==> src/hdl/nbbr_pkg.sv <==
package nbbr_pkg;

  localparam int CNT_W   = 13;
  localparam int PAGE_W  = 20;
  localparam int BLK_W   = 12;
  localparam int TAG_W   = 16;
  localparam int LOG2_W  = 4;
  localparam int IDX_W   = 2;

  localparam int DEF_MAX_BLOCKS     = 4096;
  localparam int DEF_MAX_PAGES_LOG2 = 8;

  localparam logic [TAG_W-1:0] BLANK_TAG = 16'hFFFF;

  localparam logic [1:0] KIND_SCAN      = 2'd0;
  localparam logic [1:0] KIND_TRANSLATE = 2'd1;
  localparam logic [1:0] KIND_REMAP     = 2'd2;

  localparam logic [1:0] SCAN_GOOD = 2'd0;
  localparam logic [1:0] SCAN_BAD  = 2'd1;

  localparam logic [2:0] ST_OK           = 3'd0;
  localparam logic [2:0] ST_OUT_OF_RANGE = 3'd1;
  localparam logic [2:0] ST_NO_SPARE     = 3'd2;
  localparam logic [2:0] ST_BAD_TAG      = 3'd3;
  localparam logic [2:0] ST_DUP_TAG      = 3'd4;
  localparam logic [2:0] ST_READ_ERROR   = 3'd5;
  localparam logic [2:0] ST_SCAN_CLOSED  = 3'd6;

  localparam logic [IDX_W-1:0] REG_PAGES_LOG2  = 2'd0;
  localparam logic [IDX_W-1:0] REG_PHYS_COUNT  = 2'd1;
  localparam logic [IDX_W-1:0] REG_LOG_COUNT   = 2'd2;

  localparam logic [LOG2_W-1:0] RST_PAGES_LOG2 = 4'd6;
  localparam logic [CNT_W-1:0]  RST_PHYS_COUNT = 13'd1024;
  localparam logic [CNT_W-1:0]  RST_LOG_COUNT  = 13'd1000;

  typedef struct packed {
    logic [1:0]        kind;
    logic [1:0]        scan_status;
    logic [TAG_W-1:0]  scan_tag;
    logic [PAGE_W-1:0] logical_page;
    logic [BLK_W-1:0]  logical_block;
  } request_t;

  typedef struct packed {
    logic [2:0]        status;
    logic [PAGE_W-1:0] physical_page;
    logic [BLK_W-1:0]  physical_block;
    logic              scan_complete;
    logic [CNT_W-1:0]  bad_block_count;
  } result_t;

  typedef struct packed {
    logic [LOG2_W-1:0] pages_log2;
    logic [CNT_W-1:0]  phys_count;
    logic [CNT_W-1:0]  log_count;
  } cfg_t;

  typedef struct packed {
    logic             mapped;
    logic [CNT_W-1:0] block;
  } entry_t;

  typedef struct packed {
    logic     valid;
    request_t req;
  } stage_t;

endpackage

==> src/hdl/nbbr_cfg.sv <==
module nbbr_cfg #(
  parameter int MAX_BLOCKS     = nbbr_pkg::DEF_MAX_BLOCKS,
  parameter int MAX_PAGES_LOG2 = nbbr_pkg::DEF_MAX_PAGES_LOG2
) (
  input  logic                          clk,
  input  logic                          rst,
  input  logic                          cfg_write,
  input  logic [nbbr_pkg::IDX_W-1:0]    cfg_index,
  input  logic [nbbr_pkg::CNT_W-1:0]    cfg_data,
  output nbbr_pkg::cfg_t                cfg
);

  localparam int CW      = nbbr_pkg::CNT_W;
  localparam int LW      = nbbr_pkg::LOG2_W;
  localparam int CNT_CAP = (MAX_BLOCKS > 8191) ? 8191 : MAX_BLOCKS;
  localparam logic [CW-1:0] CAP      = CW'(CNT_CAP);
  localparam logic [LW-1:0] LOG2_CAP = LW'(MAX_PAGES_LOG2);

  logic [LW-1:0] pages_log2;
  logic [CW-1:0] phys_count;
  logic [CW-1:0] log_count;

  always_ff @(posedge clk) begin
    if (rst) begin
      pages_log2 <= nbbr_pkg::RST_PAGES_LOG2;
      phys_count <= nbbr_pkg::RST_PHYS_COUNT;
      log_count  <= nbbr_pkg::RST_LOG_COUNT;
    end else if (cfg_write) begin
      unique case (cfg_index)
        nbbr_pkg::REG_PAGES_LOG2: pages_log2 <= cfg_data[LW-1:0];
        nbbr_pkg::REG_PHYS_COUNT: phys_count <= cfg_data;
        nbbr_pkg::REG_LOG_COUNT:  log_count  <= cfg_data;
        default: ;
      endcase
    end
  end

  always_comb begin
    cfg.pages_log2 = (pages_log2 > LOG2_CAP) ? LOG2_CAP : pages_log2;
    cfg.phys_count = (phys_count > CAP) ? CAP : phys_count;
    cfg.log_count  = (log_count > CAP) ? CAP : log_count;
  end

endmodule

==> config.mk <==
export PLATFORM = sky130hd
export DESIGN_NAME = nbbr_cfg
export DESIGN_NICKNAME = d
export VERILOG_FILES = /design/src/hdl/nbbr_pkg.sv /design/src/hdl/nbbr_cfg.sv
export SDC_FILE = /design/constraint.sdc
export NUM_CORES = 1
export LEC_CHECK = 0
export BUFFER_PORTS_ARGS = -buffer_cell sky130_fd_sc_hd__buf_2
export CAP_MARGIN = 15
export CORE_ASPECT_RATIO = 1.25
export CORE_MARGIN = 2
export CORE_UTILIZATION = 53
export DETAILED_ROUTE_END_ITERATION = 6
export GPL_TIMING_DRIVEN = 0
export PLACE_DENSITY = 0.93
export RECOVER_POWER = 25
export SYNTH_ARGS = -nofsm -noshare
export SYNTH_HDL_FRONTEND = slang
export SYNTH_SLANG_ARGS = --single-unit
export TNS_END_PERCENT = 20
==> constraint.sdc <==
create_clock -name clk -period 1.58 [get_ports clk]
set_input_delay 0.316 -clock clk [delete_from_list [all_inputs] [get_ports clk]]
set_output_delay 0.316 -clock clk [all_outputs]
set_load 0.01 [all_outputs]
# Word level (Yosys, flattened, before mapping)
# Index checks and enable logic that the tools add are counted.
# Widths: inputs -> output; s select.
dict set report word_totals {
  ff_bits 30
  input_bits 18
  output_inout_bits 30
  word_cells 15
}
dict set report op_classes {
  order_cmp 3
  n_eq_ne 2
  muxes 3
  reduce_logical 4
}
# cell n
set ops {}
lappend ops {{$gt 13x13->1 const B} 2}
lappend ops {{$mux 13} 2}
lappend ops {{$reduce_and 2->1} 3}
lappend ops {{$gt 4x4->1 const B} 1}
lappend ops {{$mux 4} 1}
lappend ops {{$eq 2x1->1 const B} 1}
lappend ops {{$eq 2x2->1 const B} 1}
lappend ops {{$logic_not 2->1} 1}

# Longest topological paths before layout
dict set report depth {
  depth_word 2
  depth_mapped 4
  depth_no_buf 2
}

# Least setup slack after synthesis
# OpenSTA, ideal clock, no wires.
dict set report synth_timing {
  path_kind {register to output}
  start {register log_count[12]}
  end {output cfg[0] (netlist bit)}
  arrival_ps 749
  required_ps 1264
  setup_slack_ps 515
  stages_incl_launch_ff 3
  path_buffers 1
  cell_sequence {dfxtp_1 -> clkbuf_1 -> nor2b_1}
}
# element line
set synth_lines {}
lappend synth_lines {{start, declared} nbbr_cfg.sv:21} ;# logic [CW-1:0] log_count;
lappend synth_lines {{start signal, assigned} nbbr_cfg.sv:27} ;# log_count <= nbbr_pkg::RST_LOG_COUNT;
lappend synth_lines {{start signal, assigned} nbbr_cfg.sv:32} ;# nbbr_pkg::REG_LOG_COUNT: log_count <= cfg_data;
lappend synth_lines {{end, declared} nbbr_cfg.sv:10} ;# output nbbr_pkg::cfg_t cfg

==> impl_metrics.toml <==
[global_route]
met3_usage = 0.0742
grt_pass1_vias = 1249
gr-total-overflow = 0
grt_max_degree = 11
grt_use_total = 0.233
grt_busiest_layer = "met2"
grt_pass1_wl_um = 5490
gr-usage-met2 = 0.416
antenna_found_initial = 0
met1_usage = 0.248

[placed_design]
dp.cells = 238
dp_slack_ns = 0.179
placed_area_sq_mm = 0.00173
port_buffers = 47
post-dp-hpwl_um = 2250
finalWeightedCongestion = 0.723

[timing]
slew_violations = 0
finClkSkew_ns = 0
hold_viol_final = 0
worstMarginPinSlew_ns = 0.476
fin_hold_ws_ns = 0.239
finalSetupViolCount = 0
slew_headroom = 0.682
period_share = 0.941
fmax_mhz = 672
timing.final.crit_period_ns = 1.49
timing.final.ws_setup_ns = 0.0929
tns_ns = 0
rsz0062_at_grt = "no"

[detailed_routing]
dr.pass1.iters = 4
drtIter0Drc = 23
vias_per_cell = 4.89
post-route-drc-count = 0
post_drt_wl_per_cell_um = 12.7
ant_nets = 0
vias = 1204
routed_wl_um = 3120

[synthesis]
yosysSeqAreaShare = 0.412
synth_area_sq_mm = 0.00146
post-synth-top-area-cell = "dfxtp_1"
syn_inst = 157
synthTopCellsByArea = "dfxtp_1 41%, mux2i_1 21%, nand2b_1 15%"
synth_top_area_frac = 0.412
synthDistinctLibCells = 12
synth_seq_cells = 30
syn-num-nets = 175
synth_area_per_cell_sq_um = 9.28
ys_warn_count = 0

[clocking]
cts_sinks = 30
cts_inserted_buffers = 5
cts_hold_buf = 0
ctsHtreeMaxLevel = 2
cts_root_buf = "clkbuf_4"
cts_tree = "yes"
path_clk_slew_ns = 0.10
clock_latency_ns = 0.33
clock_path_buffers = 2
post_cts_buffers = 0

[pwr]
fin_total_pwr_mw = 1.50
vdd_drop_max_mv = 0.708
leakagePower_nw = 0.831
power_density_mw_per_mm2 = 831

[die]
dieArea_sq_mm = 0.00319
die_x_um = 50.9
core_area_sq_mm = 0.00265
initial_core_util = 0.549
io_pins = 48
rows = 21
die_height_um = 62.6

[critical_path]
crit_type = "reg -> out"
setup.worst_path.start_class = "register"
worstPathRequired_ns = 1.26
cp-end-kind = "primary output"
cp_data_arrival_time_ns = 1.17
reg2regPathDepth = 2
critPathMaxFanout = 10

[job]
drv_cap = 0

[finish]
antennaDiodeCount = 0
final_cells = 246
nets = 229
final_common_cell = "buf_2"
final_area_sq_mm = 0.00180
fin_util = 0.678
drive_gt1_frac = 0.274
layout_common_cells = "47 x buf_2, 34 x nand2b_1, 30 x mux2i_1, 30 x dfxtp_1, 27 x nor2b_1"
syn2layout_area_growth_pct = 23.6

[min_path]
hold_depth = 3
hp-class = "in -> reg"

[status]
status = "complete, no violations"
worst paths after layout:
check,start,to,slack (ns)
max,phys_count[12],cfg[16],0.09
max reg2reg,log_count[12],log_count[12],0.90
min reg2reg,log_count[0],log_count[0],0.47
min,cfg_data[8],phys_count[8],0.24
area by class of cell:
type,count,area [sq um]
buffer,13,72.6
clock buffer,7,55.1
clock inverter,1,5.00
fill,244,853
multi-input combinational,114,791
sequential,30,601
tap,34,42.5
timing repair buffer,47,234
what timing repair did:
action                                 in CTS  in global routing
setup endpoints to repair                  20                 11
gates resized for setup                     3                  4
endpoints found under the hold margin       0                  0
where the power goes:
part	leakage [nW]	internal [mW]	switching (mW)	total (mW)
Clock	0.0353	0.215	0.273	0.488
Combinational	0.551	0.104	0.107	0.211
Sequential	0.244	0.783	0.0149	0.798
state kept, by name (all words and copies together) (netlist names):
name / count
log_count: 13
phys_count: 13
pages_log2: 4
per-layer routing:
layer	part of all wire	wire (um)
met3	0.039	123
met1	0.40	1260
met5	0	0
met2	0.54	1680
met4	0.016	50
synth_stat cells:
master	count
dfxtp_1	30
nor2_1	18
clkbuf_1	10
nor2b_1	27
nand3b_1	1
nor3b_1	1
buf_2	1
buf_6	2
and3b_1	2
or3b_1	1
nand2b_1	34
mux2i_1	30
critical path, cell delays in order (launching register included):
cell and delay [ns]:
dfxtp_1 0.36, buf_4 0.19, nor2b_1 0.13, buf_2 0.14
kinds of logic (layout without fill, tap and decap cells):
group         count (synthesis)  count (layout)  share of synthesized area
simple gates                 84              84                      0.337
mux                          30              30                      0.206
flops                        30              30                      0.412
buf+inv                      13              68                     0.0447
(Power assumes the default switching activity.)
