File: src/hdl/nbbr_pkg.sv
package nbbr_pkg;

  localparam int CNT_W   = 13;
  localparam int PAGE_W  = 20;
  localparam int BLK_W   = 12;
  localparam int TAG_W   = 16;
  localparam int LOG2_W  = 4;
  localparam int IDX_W   = 2;

  localparam int DEF_MAX_BLOCKS     = 4096;
  localparam int DEF_MAX_PAGES_LOG2 = 8;

  localparam logic [TAG_W-1:0] BLANK_TAG = 16'hFFFF;

  localparam logic [1:0] KIND_SCAN      = 2'd0;
  localparam logic [1:0] KIND_TRANSLATE = 2'd1;
  localparam logic [1:0] KIND_REMAP     = 2'd2;

  localparam logic [1:0] SCAN_GOOD = 2'd0;
  localparam logic [1:0] SCAN_BAD  = 2'd1;

  localparam logic [2:0] ST_OK           = 3'd0;
  localparam logic [2:0] ST_OUT_OF_RANGE = 3'd1;
  localparam logic [2:0] ST_NO_SPARE     = 3'd2;
  localparam logic [2:0] ST_BAD_TAG      = 3'd3;
  localparam logic [2:0] ST_DUP_TAG      = 3'd4;
  localparam logic [2:0] ST_READ_ERROR   = 3'd5;
  localparam logic [2:0] ST_SCAN_CLOSED  = 3'd6;

  localparam logic [IDX_W-1:0] REG_PAGES_LOG2  = 2'd0;
  localparam logic [IDX_W-1:0] REG_PHYS_COUNT  = 2'd1;
  localparam logic [IDX_W-1:0] REG_LOG_COUNT   = 2'd2;

  localparam logic [LOG2_W-1:0] RST_PAGES_LOG2 = 4'd6;
  localparam logic [CNT_W-1:0]  RST_PHYS_COUNT = 13'd1024;
  localparam logic [CNT_W-1:0]  RST_LOG_COUNT  = 13'd1000;

  typedef struct packed {
    logic [1:0]        kind;
    logic [1:0]        scan_status;
    logic [TAG_W-1:0]  scan_tag;
    logic [PAGE_W-1:0] logical_page;
    logic [BLK_W-1:0]  logical_block;
  } request_t;

  typedef struct packed {
    logic [2:0]        status;
    logic [PAGE_W-1:0] physical_page;
    logic [BLK_W-1:0]  physical_block;
    logic              scan_complete;
    logic [CNT_W-1:0]  bad_block_count;
  } result_t;

  typedef struct packed {
    logic [LOG2_W-1:0] pages_log2;
    logic [CNT_W-1:0]  phys_count;
    logic [CNT_W-1:0]  log_count;
  } cfg_t;

  typedef struct packed {
    logic             mapped;
    logic [CNT_W-1:0] block;
  } entry_t;

  typedef struct packed {
    logic     valid;
    request_t req;
  } stage_t;

endpackage

File: src/hdl/nbbr_front.sv
module nbbr_front #(
  parameter int MAX_BLOCKS = nbbr_pkg::DEF_MAX_BLOCKS
) (
  input  logic                          clk,
  input  logic                          rst,
  input  logic                          start,
  input  nbbr_pkg::request_t            request,
  input  nbbr_pkg::cfg_t                cfg,
  output logic                          busy,
  output nbbr_pkg::stage_t              stage,
  output nbbr_pkg::entry_t              entry,
  input  logic                          core_we,
  input  logic [$clog2(MAX_BLOCKS)-1:0] core_waddr,
  input  nbbr_pkg::entry_t              core_wentry,
  output logic                          ram_we,
  output logic [$clog2(MAX_BLOCKS)-1:0] ram_waddr,
  output nbbr_pkg::entry_t              ram_wentry,
  output logic [$clog2(MAX_BLOCKS)-1:0] ram_raddr,
  input  nbbr_pkg::entry_t              ram_rentry
);

  localparam int AW = $clog2(MAX_BLOCKS);
  localparam logic [AW-1:0] LAST = AW'(MAX_BLOCKS - 1);

  logic             clearing;
  logic [AW-1:0]    clr_addr;
  logic             accept;
  logic             fwd_hit;
  nbbr_pkg::entry_t fwd_entry;
  logic [nbbr_pkg::PAGE_W-1:0] page_block;

  assign busy   = clearing;
  assign accept = start && !clearing;

  assign page_block = request.logical_page >> cfg.pages_log2;
  assign ram_raddr  = (request.kind == nbbr_pkg::KIND_TRANSLATE) ?
                      AW'(page_block) : AW'(request.scan_tag);

  // Sweep the map to unmapped after reset
  always_ff @(posedge clk) begin
    if (rst) begin
      clearing <= 1'b1;
      clr_addr <= '0;
    end else if (clearing) begin
      clr_addr <= clr_addr + AW'(1);
      if (clr_addr == LAST) begin
        clearing <= 1'b0;
      end
    end
  end

  always_comb begin
    if (clearing) begin
      ram_we     = 1'b1;
      ram_waddr  = clr_addr;
      ram_wentry = '0;
    end else begin
      ram_we     = core_we;
      ram_waddr  = core_waddr;
      ram_wentry = core_wentry;
    end
  end

  // Hold the request and bypass a write that lands with the read
  always_ff @(posedge clk) begin
    if (rst) begin
      stage.valid <= 1'b0;
    end else begin
      stage.valid <= accept;
    end
    if (accept) begin
      stage.req <= request;
    end
    fwd_hit   <= core_we && (core_waddr == ram_raddr);
    fwd_entry <= core_wentry;
  end

  assign entry = fwd_hit ? fwd_entry : ram_rentry;

endmodule

File: config.mk
export PLATFORM = sky130hd
export DESIGN_NAME = nbbr_front
export DESIGN_NICKNAME = d
export VERILOG_FILES = /design/src/hdl/nbbr_pkg.sv /design/src/hdl/nbbr_front.sv
export SDC_FILE = /design/constraint.sdc
export NUM_CORES = 1
export LEC_CHECK = 0
export CAP_MARGIN = 30
export CORE_ASPECT_RATIO = 0.7
export CORE_MARGIN = 2
export CORE_UTILIZATION = 65
export CTS_CLUSTER_DIAMETER = 200
export DETAILED_ROUTE_END_ITERATION = 12
export DONT_BUFFER_PORTS = 1
export GPL_TIMING_DRIVEN = 0
export PLACE_DENSITY = 0.81
export SETUP_SLACK_MARGIN = 0.2
export SYNTH_ARGS = -nofsm -noshare
export SYNTH_HDL_FRONTEND = slang
export SYNTH_SLANG_ARGS = --single-unit
File: constraint.sdc
create_clock -name clk -period 6.54 [get_ports clk]
set_clock_uncertainty 0.05 [all_clocks]
set_input_delay 0.654 -clock clk [delete_from_list [all_inputs] [get_ports clk]]
set_output_delay 0.654 -clock clk [all_outputs]
set_load 0.03 [all_outputs]
### Yosys cells after proc, flatten, opt, wreduce, memory -nomap -nowiden

Cells that the tools add are included.

* register bits after elaboration: 81
* bits of input ports: 126

* shift-type cells: 1
* reduce and logical (&&, ||, !) cells: 3
* equality and inequality tests: 3
* add/sub/neg operators: 1
* multiplexer cells: 7

Operators with widths (count)
* two-way mux 14 bit: 2
* two-way mux 12 bit: 2
* >> shifter 20 x 4 -> 12 bit: 1
* adder 12 x 1 -> 12 bit, second input constant: 1
* equality test 12 bit: 1
* equality test 12 bit, second input constant: 1
* two-way mux 1 bit: 3
* equality test 2 x 1 -> 1 bit, second input constant: 1
* logical AND 1 bit: 2
* logical NOT 1 bit: 1

### Logic depth before layout (Yosys ltp)

* word-level depth: 4
* mapped depth: 11

### Worst setup path before layout

Ideal clock, no wire load.

* path kind: register -> register
* from: register clearing, in the netlist busy
* to: register stage[0] in the netlist's numbering, enable pin
* cell stages (with the launch flop): 3
* arrival: 3.037 ns
* path buffers: 1
* required time: 6.022 ns
* path slack: 2.985 ns
* cells stage by stage: dfxtp_1 buf_1 nor2b_1

* cells in the longest elaborated chain, start to end: 2

RTL lines
* from (decl): line nbbr_front.sv:25 `logic clearing;`
* from (signal assigned): line nbbr_front.sv:42 `clearing <= 1'b1;`
* from (signal assigned): line nbbr_front.sv:47 `clearing <= 1'b0;`
* logical NOT 1 bit: line nbbr_front.sv:33 `assign accept = start && !clearing;`
* logical AND 1 bit: line nbbr_front.sv:33
* net accept: line nbbr_front.sv:27 `logic accept;`
* to (decl): line nbbr_front.sv:10 `output nbbr_pkg::stage_t stage,`

The timed path passes the listed nets, and every way through them passes these cells.
A chain may end at the register's enable or synchronous reset.

### Final worst setup path

* from: input port cfg[28] in the netlist's numbering
* to: output port ram_raddr[8]

* cells in the longest elaborated chain, start to end: 2

RTL lines
* from (decl): line nbbr_front.sv:8 `input nbbr_pkg::cfg_t cfg,`
* >> shifter 20 x 4 -> 12 bit: line nbbr_front.sv:35 `assign page_block = request.logical_page >> cfg.pages_log2;`
* two-way mux 12 bit: line nbbr_front.sv:36 `assign ram_raddr = (request.kind == nbbr_pkg::KIND_TRANSLATE) ?`
* to (decl): line nbbr_front.sv:18 `output logic [$clog2(MAX_BLOCKS)-1:0] ram_raddr,`

Every way passes these cells.

==> flow_metrics.env <==
export IMPL_max_stage_delay_ns=0.79
export IMPL_first_global_vias=2932
export IMPL_synth_edf_count=52
export IMPL_die_area_um2=7450
export IMPL_hp_class="input pin to register"
export IMPL_hold_path_startpoint="core_wentry[10]"
export IMPL_n_antenna_cell=0
export IMPL_critPathRequiredTime_ns=5.84
export IMPL_period_minus_slack_ns=3.38
export IMPL_clockRootBuffer="clkbuf_8"
export IMPL_crit_path_max_fanout=10
export IMPL_vdd_drop_max_uv=95.3
export IMPL_ys_seq_area_share_pct=48.7
export IMPL_tightestPinTransition_ns=1.01
export IMPL_hold_end="fwd_entry[10]"
export IMPL_r2r_setup_slack_ns=4.58
export IMPL_area_delta_synth_final_pct=7.99
export IMPL_n_fill_cell=481
export IMPL_layout_commonest_cell="edfxtp_1"
export IMPL_async_flop_share_pct=0
export IMPL_synth_seq_cells=81
export IMPL_grt_use_total_pct=31.6
export IMPL_setup_viol=0
export IMPL_cts_sinks=81
export IMPL_clock_latency_ns=0.36
export IMPL_cts_setup_buffers=0
export IMPL_drv_slew=0
export IMPL_grt_first_pass_wirelength_um=16900
export IMPL_finalSetupTns_ns=0
export IMPL_critPathBufInv=4
export IMPL_grt_remaining_overflow=0
export IMPL_clock_fmax_ghz=0.296
export IMPL_hold_viol=0
export IMPL_cp_end_kind="output port"
export IMPL_synth_cell_type_count=52
export IMPL_syn_nets=493
export IMPL_die_x_um=102
export IMPL_ff2ff_path_depth=3
export IMPL_path_class="input pin to output port"
export IMPL_outcome="completed"
export IMPL_yosysWarnings=0
export IMPL_finalCritPeriodShare_pct=51.7
export IMPL_start_kind="input pin"
export IMPL_hold_buffers=0
export IMPL_cts_tree="built"
export IMPL_synthesis_area_um2=4400
export IMPL_ios=233
export IMPL_hold_path_depth=0
export IMPL_start_util_pct=66.0
export IMPL_hpwl_um=9150
export IMPL_cpMostUsedCell="buf_6"
export IMPL_drc=0
export IMPL_cts_max_level=3
export IMPL_vias=3259
export IMPL_design_core_area_um2=6660
export IMPL_critical_path_cell_count=8
export IMPL_via_per_inst=6.78
export IMPL_cts_resized=0
export IMPL_p_leak_nw=1.65
export IMPL_cts_buffers=9
export IMPL_synth_area_per_cell_um2=12.0
export IMPL_die_height_um=72.8
export IMPL_port_buffers=0
export IMPL_grt_max_degree=39
export IMPL_layout_nets=509
export IMPL_timing_slew_headroom_pct=32.1
export IMPL_drtAntennaViolNets=0
export IMPL_rows=25
export IMPL_cap_violations=0
export IMPL_place_congestion=0.955
export IMPL_path_delay_family="compound AO/OA/AOI/OAI gates"
export IMPL_clk_pin_slew_ns=0.08
export IMPL_r2r_end="stage[10]"
export IMPL_drive_gt1_share_pct=22.0
export IMPL_totalWireLength_um=11900
export IMPL_wire_per_inst_um=24.8
export IMPL_drtPass1Iterations=6
export IMPL_utilization_pct=71.3
export IMPL_antenna_found_initial=0
export IMPL_rsz0062_at_grt="no"
export IMPL_r2r_start="busy"
export IMPL_slowest_stage="o21ai_0"
export IMPL_worstPathArrival_ns=2.68
export IMPL_crit_chain="buf_6 -> buf_6 -> buf_6 -> buf_2 -> or2_2 -> o22ai_1 -> a21oi_1 -> o21ai_0"
export IMPL_dr_first_iter_drc_count=368
export IMPL_final_cell_mix="edfxtp_1, nand2_1, dfxtp_1, mux2_2, nor2_1"
export IMPL_powerDensity_nw_per_um2=226
export IMPL_ys_flop_type="edfxtp_1"
export IMPL_synth_cells=366
export IMPL_clock_path_buffers=2
==> state kept, by name (all words and copies together), names as in the netlist <==
| name | flops |
|---|---|
| busy | 1 |
| fwd_entry | 14 |
| stage | 53 |
| clr_addr | 12 |
| fwd_hit | 1 |
==> synth_stat cells, types with 2 or more instances <==
cell / n / area (um^2)
nor2b_1: 21 / 131
dfxtp_1: 29 / 581
mux2_2: 28 / 315
o211ai_1: 3 / 22.5
buf_1: 2 / 7.51
buf_6: 5 / 56.3
nand3_1: 6 / 30.0
nand2_1: 30 / 113
inv_1: 9 / 33.8
mux2i_1: 15 / 150
nor3_1: 3 / 15.0
o22ai_1: 6 / 37.5
or3_1: 2 / 12.5
mux4_2: 15 / 338
o21ai_0: 18 / 90.1
mux4_1: 5 / 131
buf_2: 8 / 40.0
clkbuf_1: 8 / 30.0
nand2b_1: 3 / 18.8
o221ai_1: 2 / 17.5
or2_2: 2 / 12.5
a21oi_1: 7 / 35.0
xnor2_1: 12 / 105
nand4_1: 5 / 31.3
o21a_1: 2 / 15.0
o31ai_1: 2 / 15.0
nor4_1: 2 / 12.5
a31oi_1: 5 / 31.3
nor2_1: 27 / 101
xor2_1: 10 / 87.6
edfxtp_1: 52 / 1560
a41oi_1: 2 / 17.5
==> cell type report <==
type	count	area (um^2)	area share (%)
Multi-Input combinational cell	253	2100	44.1
Clock buffer	10	138	2.90
Tap cell	94	118	2.48
Inverter	9	33.8	0.711
Sequential cell	81	2140	45.1
Buffer	23	134	2.82
Timing Repair Buffer	5	41.3	0.869
Clock inverter	6	47.5	1.00
==> per-layer routing <==
| metal | track usage [%] | vias up | wire length [um] |
|---|---|---|---|
| met3 | 15.3 | 37 | 1720 |
| met1 | 39.1 | 1554 | 4310 |
| met5 | 0 | - | 0 |
| li1 | - | 1406 | - |
| met2 | 48.9 | 262 | 5550 |
| met4 | 11.1 | 0 | 334 |
==> stage by stage <==
| stage | hold slack (ns) | total power, mW | instances | worst slack, ns | area [um^2] |
|---|---|---|---|---|---|
| after floorplan | 0.412 | 0.705 | 366 | 2.99 | 4400 |
| after global placement | 0.430 | 0.730 | 460 | 1.95 | 4520 |
| after detailed placement | 0.433 | 0.734 | 465 | 3.21 | 4560 |
| after CTS | 0.256 | 1.08 | 481 | 3.21 | 4750 |
| after global routing | 0.253 | 1.11 | 481 | 3.08 | 4750 |
| final | 0.270 | 1.07 | 481 | 3.16 | 4750 |
==> power by group <==
group | switching (mW) | internal (mW) | leakage, nW
Sequential | 0.00321 | 0.549 | 0.707
Combinational | 0.101 | 0.0736 | 0.849
Clock | 0.194 | 0.153 | 0.0955
Total | 0.299 | 0.776 | 1.65
==> logic make-up after synthesis <==
| logic type | after synthesis | synth area share, % |
|---|---|---|
| AO/OA/AOI/OAI | 57 | 8.45 |
| buffers and inverters | 32 | 3.81 |
| flip-flops | 81 | 48.7 |
| multiplexers | 65 | 21.9 |
| AND/OR/NAND/NOR | 107 | 12.1 |
| XOR/XNOR | 23 | 4.75 |
| adder cells (fa/ha/maj) | 1 | 0.284 |
==> how the worst max path moves through the flow <==
stage,endpoint,slack [ns],start
floorplan,stage[0],2.99,busy
global placement,stage[29],1.95,busy
detailed placement,ram_raddr[8],3.21,cfg[28]
CTS,ram_raddr[8],3.21,cfg[28]
global route,ram_raddr[2],3.08,cfg[27]
finish,ram_raddr[8],3.16,cfg[28]
==> worst register-to-register path, delay by kind of cell (launching register included) <==
kind	cells	cell delay (ns)
AND/OR/NAND/NOR	1	0.52
buffers and inverters	2	0.63
flip-flops	1	0.44
No activity file was read; power rests on OpenSTA's default activity.
